--- src/rtl/pmpt_pkg.sv ---
package pmpt_pkg;

	localparam int unsigned PosW      = 11;
	localparam int unsigned DeltaW    = 9;
	localparam int unsigned CfgIndexW = 8;

	localparam logic [PosW-1:0] XLimitReset  = PosW'(800);
	localparam logic [PosW-1:0] YLimitReset  = PosW'(600);
	localparam logic [PosW-1:0] PointerReset = PosW'(5);

	// head byte bit positions
	localparam int unsigned BitLeft   = 0;
	localparam int unsigned BitRight  = 1;
	localparam int unsigned BitMiddle = 2;
	localparam int unsigned BitSync   = 3;
	localparam int unsigned BitXSign  = 4;
	localparam int unsigned BitYSign  = 5;
	localparam int unsigned BitXOvf   = 6;
	localparam int unsigned BitYOvf   = 7;

	typedef enum logic [CfgIndexW-1:0] {
		REG_X_LIMIT = CfgIndexW'(0),
		REG_Y_LIMIT = CfgIndexW'(1)
	} cfg_reg_t;

	typedef enum logic [1:0] {
		ST_HEAD,
		ST_DX,
		ST_DY
	} frame_state_t;

	typedef struct packed {
		logic [7:0] head;
		logic [7:0] dx_byte;
		logic [7:0] dy_byte;
	} packet_t;

	// framer <-> tracker handoff
	typedef struct packed {
		logic    valid;
		packet_t pkt;
	} packet_chan_t;

	typedef struct packed {
		logic [PosW-1:0] x_limit;
		logic [PosW-1:0] y_limit;
	} limits_t;

endpackage

--- src/rtl/pmpt_ifs.sv ---
interface pmpt_byte_if;
	logic       valid;
	logic       ready;
	logic [7:0] rx_byte;
	modport source (output valid, output rx_byte, input ready);
	modport sink (input valid, input rx_byte, output ready);
endinterface

interface pmpt_result_if;
	logic                             valid;
	logic                             ready;
	logic [pmpt_pkg::PosW-1:0]        x_pos;
	logic [pmpt_pkg::PosW-1:0]        y_pos;
	logic                             left_button;
	logic                             middle_button;
	logic                             right_button;
	logic signed [pmpt_pkg::DeltaW-1:0] move_x;
	logic signed [pmpt_pkg::DeltaW-1:0] move_y;
	logic                             x_overflow;
	logic                             y_overflow;
	modport source (output valid, output x_pos, output y_pos, output left_button,
		output middle_button, output right_button, output move_x, output move_y,
		output x_overflow, output y_overflow, input ready);
	modport sink (input valid, input x_pos, input y_pos, input left_button,
		input middle_button, input right_button, input move_x, input move_y,
		input x_overflow, input y_overflow, output ready);
endinterface

interface pmpt_cfg_if;
	logic                             valid;
	logic                             ready;
	logic [pmpt_pkg::CfgIndexW-1:0]   index;
	logic [pmpt_pkg::PosW-1:0]        data;
	modport source (output valid, output index, output data, input ready);
	modport sink (input valid, input index, input data, output ready);
endinterface

--- src/rtl/pmpt_framer.sv ---
module pmpt_framer (
	input  logic                  clk,
	input  logic                  arst_n,
	pmpt_byte_if.sink             rx,
	input  logic                  pkt_ready,
	output pmpt_pkg::packet_chan_t pkt_chan
);

	pmpt_pkg::frame_state_t state_q, state_d;
	logic [7:0]             head_q;
	logic [7:0]             dx_q;
	logic                   pkt_valid_s1;
	pmpt_pkg::packet_t      pkt_s1;
	logic                   accept;
	logic                   take_head;
	logic                   take_dx;
	logic                   take_dy;

	assign rx.ready = !pkt_valid_s1 || pkt_ready;
	assign accept   = rx.valid && rx.ready;

	always_comb begin
		state_d = state_q;
		unique case (state_q)
			pmpt_pkg::ST_HEAD: if (accept && rx.rx_byte[pmpt_pkg::BitSync]) begin
				state_d = pmpt_pkg::ST_DX;
			end
			pmpt_pkg::ST_DX: if (accept) begin
				state_d = pmpt_pkg::ST_DY;
			end
			pmpt_pkg::ST_DY: if (accept) begin
				state_d = pmpt_pkg::ST_HEAD;
			end
			default: state_d = pmpt_pkg::ST_HEAD;
		endcase
	end

	always_comb begin
		take_head = 1'b0;
		take_dx   = 1'b0;
		take_dy   = 1'b0;
		unique case (state_q)
			pmpt_pkg::ST_HEAD: take_head = accept && rx.rx_byte[pmpt_pkg::BitSync];
			pmpt_pkg::ST_DX:   take_dx   = accept;
			pmpt_pkg::ST_DY:   take_dy   = accept;
			default: ;
		endcase
	end

	always_ff @(posedge clk or negedge arst_n) begin
		if (!arst_n) begin
			state_q      <= pmpt_pkg::ST_HEAD;
			pkt_valid_s1 <= 1'b0;
		end else begin
			state_q <= state_d;
			if (take_dy) begin
				pkt_valid_s1 <= 1'b1;
			end else if (pkt_ready) begin
				pkt_valid_s1 <= 1'b0;
			end
		end
	end

	always_ff @(posedge clk) begin
		if (take_head) begin
			head_q <= rx.rx_byte;
		end
		if (take_dx) begin
			dx_q <= rx.rx_byte;
		end
		if (take_dy) begin
			pkt_s1 <= '{head: head_q, dx_byte: dx_q, dy_byte: rx.rx_byte};
		end
	end

	assign pkt_chan = '{valid: pkt_valid_s1, pkt: pkt_s1};

`ifndef SYNTHESIS
	// a head byte without sync is dropped
	a_no_sync_dropped: assert property (@(posedge clk) disable iff (!arst_n)
		(state_q == pmpt_pkg::ST_HEAD && accept && !rx.rx_byte[pmpt_pkg::BitSync])
		|=> (state_q == pmpt_pkg::ST_HEAD && !pkt_valid_s1))
		else $error("byte without sync bit started a packet");
	// a stalled packet holds
	a_pkt_hold: assert property (@(posedge clk) disable iff (!arst_n)
		(pkt_valid_s1 && !pkt_ready) |=> (pkt_valid_s1 && $stable(pkt_s1)))
		else $error("stalled packet lost or changed");
`endif

endmodule

--- src/rtl/pmpt_tracker.sv ---
module pmpt_tracker (
	input  logic                   clk,
	input  logic                   arst_n,
	input  pmpt_pkg::packet_chan_t pkt_chan,
	output logic                   pkt_ready,
	input  pmpt_pkg::limits_t      limits,
	pmpt_result_if.source          tx
);

	localparam int unsigned SumW = pmpt_pkg::PosW + 2;

	logic [pmpt_pkg::PosW-1:0]          pointer_x_q;
	logic [pmpt_pkg::PosW-1:0]          pointer_y_q;
	logic                               out_valid_q;
	logic                               pkt_take;
	logic [7:0]                         head;
	logic signed [pmpt_pkg::DeltaW-1:0] dx;
	logic signed [pmpt_pkg::DeltaW-1:0] dy;
	logic signed [SumW-1:0]             sum_x;
	logic signed [SumW-1:0]             sum_y;
	logic [pmpt_pkg::PosW-1:0]          next_x;
	logic [pmpt_pkg::PosW-1:0]          next_y;
	logic                               xov;
	logic                               yov;

	assign pkt_ready = !out_valid_q || tx.ready;
	assign pkt_take  = pkt_chan.valid && pkt_ready;

	assign head = pkt_chan.pkt.head;
	assign dx   = {head[pmpt_pkg::BitXSign], pkt_chan.pkt.dx_byte};
	assign dy   = {head[pmpt_pkg::BitYSign], pkt_chan.pkt.dy_byte};
	assign xov  = head[pmpt_pkg::BitXOvf];
	assign yov  = head[pmpt_pkg::BitYOvf];

	assign sum_x = $signed({2'b00, pointer_x_q}) + SumW'(dx);
	assign sum_y = $signed({2'b00, pointer_y_q}) - SumW'(dy);

	// clamp to 0..limit; overflowed axis keeps its place
	always_comb begin
		next_x = pointer_x_q;
		if (!xov) begin
			if (sum_x < 0) begin
				next_x = '0;
			end else if (sum_x > $signed({2'b00, limits.x_limit})) begin
				next_x = limits.x_limit;
			end else begin
				next_x = sum_x[pmpt_pkg::PosW-1:0];
			end
		end
	end

	always_comb begin
		next_y = pointer_y_q;
		if (!yov) begin
			if (sum_y < 0) begin
				next_y = '0;
			end else if (sum_y > $signed({2'b00, limits.y_limit})) begin
				next_y = limits.y_limit;
			end else begin
				next_y = sum_y[pmpt_pkg::PosW-1:0];
			end
		end
	end

	always_ff @(posedge clk or negedge arst_n) begin
		if (!arst_n) begin
			pointer_x_q <= pmpt_pkg::PointerReset;
			pointer_y_q <= pmpt_pkg::PointerReset;
			out_valid_q <= 1'b0;
		end else begin
			if (pkt_take) begin
				pointer_x_q <= next_x;
				pointer_y_q <= next_y;
				out_valid_q <= 1'b1;
			end else if (tx.ready) begin
				out_valid_q <= 1'b0;
			end
		end
	end

	always_ff @(posedge clk) begin
		if (pkt_take) begin
			tx.x_pos         <= next_x;
			tx.y_pos         <= next_y;
			tx.left_button   <= head[pmpt_pkg::BitLeft];
			tx.middle_button <= head[pmpt_pkg::BitMiddle];
			tx.right_button  <= head[pmpt_pkg::BitRight];
			tx.move_x        <= dx;
			tx.move_y        <= dy;
			tx.x_overflow    <= xov;
			tx.y_overflow    <= yov;
		end
	end

	assign tx.valid = out_valid_q;

`ifndef SYNTHESIS
	a_xov_holds: assert property (@(posedge clk) disable iff (!arst_n)
		(pkt_take && xov) |=> $stable(pointer_x_q))
		else $error("x moved despite overflow");
	a_x_clamped: assert property (@(posedge clk) disable iff (!arst_n)
		(pkt_take && !xov) |=> (pointer_x_q <= $past(limits.x_limit)))
		else $error("x beyond limit after move");
	a_pos_matches: assert property (@(posedge clk) disable iff (!arst_n)
		pkt_take |=> (out_valid_q && tx.x_pos == pointer_x_q && tx.y_pos == pointer_y_q))
		else $error("result position differs from pointer");
`endif

endmodule

--- src/rtl/ps2_mouse_packet_tracker_top.sv ---
// PS/2 mouse packet tracker. Feed raw mouse bytes on rx, one per transaction;
// a packet opens only on a byte with the sync bit (bit 3) set, other bytes at
// packet start are dropped. Every third byte of a packet yields one result
// transaction on tx with the buttons, overflow flags, 9-bit signed moves and
// the pointer position (x += move_x, y -= move_y, each clamped to 0..limit;
// an overflowed axis stays put). Pointer starts at (5,5); limits reset to
// 800 and 600 and are written through cfg (index 0 x_limit, 1 y_limit, other
// indexes ignored); the user is to write them only while the block is idle,
// which the block does not enforce. Rate: one byte per clock, sustained while
// tx is ready; results pass the packet register, then the result register.
module ps2_mouse_packet_tracker_top (
	input  logic          clk,
	input  logic          arst_n,
	pmpt_byte_if.sink     rx,
	pmpt_result_if.source tx,
	pmpt_cfg_if.sink      cfg
);

	// clamp bounds; the user writes them only between packets, not enforced here
	pmpt_pkg::limits_t      limits_q;
	// assembled packet handed from framer to tracker
	pmpt_pkg::packet_chan_t pkt_chan;
	logic                   pkt_ready;

	// configuration never stalls
	assign cfg.ready = 1'b1;

	always_ff @(posedge clk or negedge arst_n) begin
		if (!arst_n) begin
			limits_q.x_limit <= pmpt_pkg::XLimitReset;
			limits_q.y_limit <= pmpt_pkg::YLimitReset;
		end else if (cfg.valid) begin
			case (cfg.index)
				pmpt_pkg::REG_X_LIMIT: limits_q.x_limit <= cfg.data;
				pmpt_pkg::REG_Y_LIMIT: limits_q.y_limit <= cfg.data;
				default: ;
			endcase
		end
	end

	// byte framing: sync search, head and x byte holding
	pmpt_framer u_framer (
		.clk      (clk),
		.arst_n   (arst_n),
		.rx       (rx),
		.pkt_ready(pkt_ready),
		.pkt_chan (pkt_chan)
	);

	// pointer update and result register
	pmpt_tracker u_tracker (
		.clk      (clk),
		.arst_n   (arst_n),
		.pkt_chan (pkt_chan),
		.pkt_ready(pkt_ready),
		.limits   (limits_q),
		.tx       (tx)
	);

endmodule
--- src/flat_wrapper.sv ---
// flat-port wrapper written by rule: the top's interface ports become plain ports
module ps2_mouse_packet_tracker_top_flat 
  (clk, arst_n, rx_valid, rx_rx_byte, rx_ready, tx_valid, tx_x_pos, tx_y_pos, tx_left_button, tx_middle_button, tx_right_button, tx_move_x, tx_move_y, tx_x_overflow, tx_y_overflow, tx_ready, cfg_valid, cfg_index, cfg_data, cfg_ready);
  pmpt_byte_if rx_i ();
  pmpt_result_if tx_i ();
  pmpt_cfg_if cfg_i ();
  input  logic clk;
  input  logic arst_n;
  input wire logic [$bits(rx_i.valid)-1:0] rx_valid;
  input wire logic [$bits(rx_i.rx_byte)-1:0] rx_rx_byte;
  output wire logic [$bits(rx_i.ready)-1:0] rx_ready;
  output wire logic [$bits(tx_i.valid)-1:0] tx_valid;
  output wire logic [$bits(tx_i.x_pos)-1:0] tx_x_pos;
  output wire logic [$bits(tx_i.y_pos)-1:0] tx_y_pos;
  output wire logic [$bits(tx_i.left_button)-1:0] tx_left_button;
  output wire logic [$bits(tx_i.middle_button)-1:0] tx_middle_button;
  output wire logic [$bits(tx_i.right_button)-1:0] tx_right_button;
  output wire logic [$bits(tx_i.move_x)-1:0] tx_move_x;
  output wire logic [$bits(tx_i.move_y)-1:0] tx_move_y;
  output wire logic [$bits(tx_i.x_overflow)-1:0] tx_x_overflow;
  output wire logic [$bits(tx_i.y_overflow)-1:0] tx_y_overflow;
  input wire logic [$bits(tx_i.ready)-1:0] tx_ready;
  input wire logic [$bits(cfg_i.valid)-1:0] cfg_valid;
  input wire logic [$bits(cfg_i.index)-1:0] cfg_index;
  input wire logic [$bits(cfg_i.data)-1:0] cfg_data;
  output wire logic [$bits(cfg_i.ready)-1:0] cfg_ready;
  assign rx_i.valid = rx_valid;
  assign rx_i.rx_byte = rx_rx_byte;
  assign rx_ready = rx_i.ready;
  assign tx_valid = tx_i.valid;
  assign tx_x_pos = tx_i.x_pos;
  assign tx_y_pos = tx_i.y_pos;
  assign tx_left_button = tx_i.left_button;
  assign tx_middle_button = tx_i.middle_button;
  assign tx_right_button = tx_i.right_button;
  assign tx_move_x = tx_i.move_x;
  assign tx_move_y = tx_i.move_y;
  assign tx_x_overflow = tx_i.x_overflow;
  assign tx_y_overflow = tx_i.y_overflow;
  assign tx_i.ready = tx_ready;
  assign cfg_i.valid = cfg_valid;
  assign cfg_i.index = cfg_index;
  assign cfg_i.data = cfg_data;
  assign cfg_ready = cfg_i.ready;
  ps2_mouse_packet_tracker_top u_core (.clk(clk), .arst_n(arst_n), .rx(rx_i), .tx(tx_i), .cfg(cfg_i));
endmodule
--- config.mk ---
export PLATFORM = sky130hd
export DESIGN_NAME = ps2_mouse_packet_tracker_top_flat
export DESIGN_NICKNAME = d
export VERILOG_FILES = /design/src/rtl/pmpt_pkg.sv /design/src/rtl/pmpt_ifs.sv /design/src/rtl/pmpt_framer.sv /design/src/rtl/pmpt_tracker.sv /design/src/rtl/ps2_mouse_packet_tracker_top.sv /design/src/flat_wrapper.sv
export SDC_FILE = /design/constraint.sdc
export NUM_CORES = 1
export LEC_CHECK = 0
export ABC_AREA = 1
export BUFFER_PORTS_ARGS = -buffer_cell sky130_fd_sc_hd__buf_2
export CORE_ASPECT_RATIO = 1.4
export CORE_MARGIN = 2
export CORE_UTILIZATION = 40
export CTS_BUF_LIST = sky130_fd_sc_hd__clkbuf_4 sky130_fd_sc_hd__clkbuf_8
export CTS_CLUSTER_DIAMETER = 150
export DETAILED_ROUTE_END_ITERATION = 16
export SLEW_MARGIN = 10
export SYNTH_ARGS = -nofsm -noshare
export SYNTH_HDL_FRONTEND = slang
export SYNTH_SLANG_ARGS = --single-unit
--- constraint.sdc ---
create_clock -name clk -period 3.4 [get_ports clk]
set_input_delay 0.68 -clock clk [delete_from_list [all_inputs] [get_ports clk]]
set_output_delay 0.68 -clock clk [all_outputs]
set_load 0.005 [all_outputs]
==> impl_metrics.json <==
{
  "rsz0062_at_grt": "true",
  "synthArstFlopShare_pct": 36.64,
  "ctsHoldBuffers": 0,
  "yosysWarnings": 0,
  "h-tree-depth": 4,
  "internal-power_uw": 4206,
  "dp_slack_ns": -0.2452,
  "ys.flop_type": "edfxtp_1",
  "crit_path_start_kind": "flop",
  "avgSynthCellArea_um2": 9.603,
  "core_mm2": 0.01661,
  "period_minus_slack_ns": 3.369,
  "antenna_cells": 0,
  "port_buffers": 78,
  "cts.sinks": 131,
  "ys_ff_latch": 131,
  "finalSetupViolCount": 0,
  "clockRootBuffer": "clkbuf_8",
  "worstSetupEndpointType": "flop",
  "r2r_start": "u_core.u_tracker.pointer_x_q[0]",
  "ir_drop_mv": 0.3372,
  "maxCapViolations": 0,
  "grt_pass1_wl_um": 25450,
  "power_switching_uw": 3062,
  "via_per_inst": 4.909,
  "synth_cell_type_count": 38,
  "fin_util_pct": 51.08,
  "max_freq_ghz": 0.2968,
  "avgRoutedWirePerCell_um": 15.56,
  "grt_pass1_vias": 5043,
  "routed_wirelength_um": 16090,
  "worst_pin_slew_ns": 0.7382,
  "synth_nets": 781,
  "p_leak_uw": 0.003872,
  "overflow": 0,
  "cp-startpoint": "u_core.u_tracker.pointer_x_q[0]",
  "drive_above_1_share_pct": 33.81,
  "cts_tree": "yes",
  "die_h_um": 157.5,
  "grt_start_max_net_pins": 42,
  "seq_area_frac_synth_pct": 55.07,
  "grt_use_total_pct": 18.67,
  "hold_ws_ns": 0.2138,
  "clock_path_buffers": 2,
  "r2r_cells": 24,
  "worst-r2r-setup-slack_ns": 0.03,
  "area_growth_pct": 26.00,
  "ant_nets": 0,
  "clock_power_share_pct": 18.0,
  "dp_hpwl_um": 11590,
  "rows": 56,
  "powerDensity_mw_per_mm2": 856.8,
  "numCtsBuffers": 17,
  "antenna_found_initial": 0,
  "synthesis.area_mm2": 0.006731,
  "pin_count": 80,
  "setup_ws_ns": 0.03062,
  "place.gp.congestion": 0.8927,
  "final_net_count": 898,
  "hold_viol_final": 0,
  "seqPwrFrac_pct": 29.4,
  "drt_iter0_drc": 194,
  "combPwrFrac_pct": 52.6,
  "start_util_pct": 40.54,
  "synthCells": 701,
  "reg2reg_to": "u_core.u_tracker.tx.x_pos[6]",
  "firstDrtPassIters": 4,
  "worstPathRequired_ns": 3.60,
  "clk_latency_ns": 0.44,
  "worstHoldPathType": "primary input to asynchronous set/reset pin",
  "tns_ns": 0,
  "path_class": "flop to flop",
  "num_vias": 5076,
  "switching_share_pct": 42.13,
  "cp_max_fo": 6,
  "dieArea_mm2": 0.01790,
  "synth-edff-count": 83,
  "cp.arrival_ns": 3.57,
  "drc_errors": 0,
  "maxSlewHeadroom_pct": 50.61,
  "finalCritPeriodShare_pct": 99.10,
  "finalClockSkew_ns": 0.01096,
  "drv_slew": 0,
  "chipWidth_um": 113.6,
  "status": "complete, no violations",
  "path_clk_slew_ns": 0.08
}
==> registers in the layout (all words and copies together), names as in the netlist, 2 cells and up <==
signal                        cells
u_core.u_tracker.tx.move_y        9
u_core.u_framer.pkt_chan         23
u_core.u_tracker.pointer_x_q     11
u_core.u_tracker.tx.move_x        9
u_core.u_framer.dx_q              8
u_core.u_framer.state_q           2
u_core.u_framer.head_q            7
u_core.u_tracker.tx.y_pos        11
u_core.u_tracker.pointer_y_q     11
u_core.u_tracker.tx.x_pos        11
u_core.limits_q                  22
==> cells by family (layout without fill, tap and decap cells) <==
family / after synthesis / count (layout) / synth area share [%]
AOI/OAI and AO/OA: 76 / 76 / 6.171
xor gates and xnor gates: 20 / 20 / 3.160
adders and majority gates: 48 / 48 / 9.145
DFF: 131 / 131 / 55.07
other: 1 / 1 / 0.05571
and+or+nand+nor: 309 / 309 / 19.29
buffers and inverters: 116 / 246 / 7.100
==> cell usage after synthesis, types with 2 or more instances <==
master | count | area share, %
xor2_4 | 2 | 0.82
xor2_1 | 9 | 1.2
clkbuf_1 | 6 | 0.33
o21ai_0 | 32 | 2.4
ha_1 | 46 | 8.6
a21oi_1 | 26 | 1.9
edfxtp_1 | 83 | 37
o21ai_2 | 2 | 0.26
nand2_1 | 211 | 12
nand3_1 | 55 | 4.1
nand2_2 | 4 | 0.37
nand3_2 | 2 | 0.30
o21ai_1 | 4 | 0.30
buf_6 | 2 | 0.33
nand4_1 | 7 | 0.65
o21a_1 | 2 | 0.22
a31oi_1 | 3 | 0.28
buf_2 | 2 | 0.15
inv_1 | 98 | 5.5
dfrtp_1 | 37 | 14
o21bai_1 | 4 | 0.45
fa_1 | 2 | 0.59
xnor2_1 | 9 | 1.2
nor2_1 | 19 | 1.1
dfstp_2 | 11 | 4.3
inv_2 | 2 | 0.11
buf_4 | 4 | 0.45
nor3_1 | 4 | 0.30
a21o_1 | 2 | 0.22
nand3b_1 | 3 | 0.33
==> cells in the final DEF, fill, tap and decap left out, types with 3 or more instances in the layout <==
master and instances:
nand2_1 172, inv_1 89, edfxtp_1 83, buf_2 78
ha_1 38, dfrtp_1 37, nand2_2 36, o21ai_0 28
nand3_1 27, buf_4 27, nand3_2 26, a21oi_1 17
clkbuf_8 17, nor2_1 14, inv_2 12, dfstp_2 11
a21oi_2 8, nand4_1 7, o21ai_2 6, xor2_1 6
nand2_4 6, xnor2_1 6, ha_4 6, buf_6 6
inv_6 5, o21ai_1 4, o21bai_1 4, nor2_2 4
nor3_1 4, nand3_4 4, xnor2_2 3, a31oi_1 3
xor2_2 3, nand3b_1 3, inv_8 3
==> through the flow <==
step,instances,total power [uW],area [um2]
finish,1034,7268,8482
global route,1034,7833,8482
CTS,1029,6505,7970
detailed placement,995,5056,7502
global placement,995,5026,7502
floorplan,701,4164,6731
==> power by group through the flow <==
stage / registers, uW / clock network [uW] / logic (uW)
after floorplan: 2120 / 0 / 2050
after global placement: 2170 / 0 / 2860
after detailed placement: 2160 / 0 / 2890
after CTS: 2130 / 1350 / 3020
after global routing: 2160 / 1420 / 4260
final: 2140 / 1310 / 3820
==> layout make-up <==
| class | instances | area, um2 |
|---|---|---|
| Inverter | 101 | 379.1 |
| Clock buffer | 18 | 241.5 |
| Multi-Input combinational cell | 454 | 3062 |
| Sequential cell | 131 | 3707 |
| Clock inverter | 14 | 142.6 |
| Timing Repair Buffer | 113 | 695.7 |
| Fill cell | 1524 | 8124 |
| Tap cell | 203 | 254.0 |
==> worst max path at each step <==
stage / end / slack [ns] / cells after the start
4_1_cts: u_core.u_tracker.tx.x_pos[4] / -0.001 / 21
5_1_grt: u_core.u_tracker.tx.y_pos[6] / -0.15 / 23
3_5_place_dp: u_core.u_tracker.tx.y_pos[6] / -0.25 / 23
6_report: u_core.u_tracker.tx.x_pos[6] / 0.03 / 24
3_3_place_gp: u_core.u_tracker.tx.y_pos[6] / -0.24 / 23
2_1_floorplan: u_core.u_tracker.tx.x_pos[10] / 0.08 / 22
==> routing by layer <==
| layer | global-route usage, % | routed length [um] | part of all wire (%) | up-vias |
|---|---|---|---|---|
| li1 | - | - | - | 2546 |
| met1 | 21.14 | 6476 | 40 | 2412 |
| met2 | 34.76 | 8748 | 54 | 89 |
| met3 | 3.851 | 444 | 2.8 | 29 |
| met4 | 6.272 | 421 | 2.6 | 0 |
| met5 | 0 | 0 | 0 | - |
==> critical path, cell delays in order (launching register included) <==
cell and delay (ns):
dfstp_2 0.54, ha_2 0.17, inv_2 0.04, fa_2 0.35, nand3b_1 0.19, nand2_2 0.09, a21oi_2 0.07, o21ai_2 0.17
buf_4 0.14, nand2_2 0.04, nand2_1 0.06, nand2_1 0.06, nand2_2 0.08, inv_2 0.05, ha_4 0.26, nand2_2 0.04
inv_2 0.05, nand2_1 0.05, nand2_1 0.07, nand2_2 0.07, nand2_4 0.12, buf_8 0.15, nand3_2 0.07, nand3_2 0.13
nand2_2 0.06
==> timing repair <==
| item | in CTS | in global routing |
|---|---|---|
| setup endpoints to repair | 44 | 44 |
| pin swaps | 10 | 59 |
| gates resized for setup | 22 | 114 |
| setup buffers | 2 | 5 |
Power figures use the tool's default switching activity.
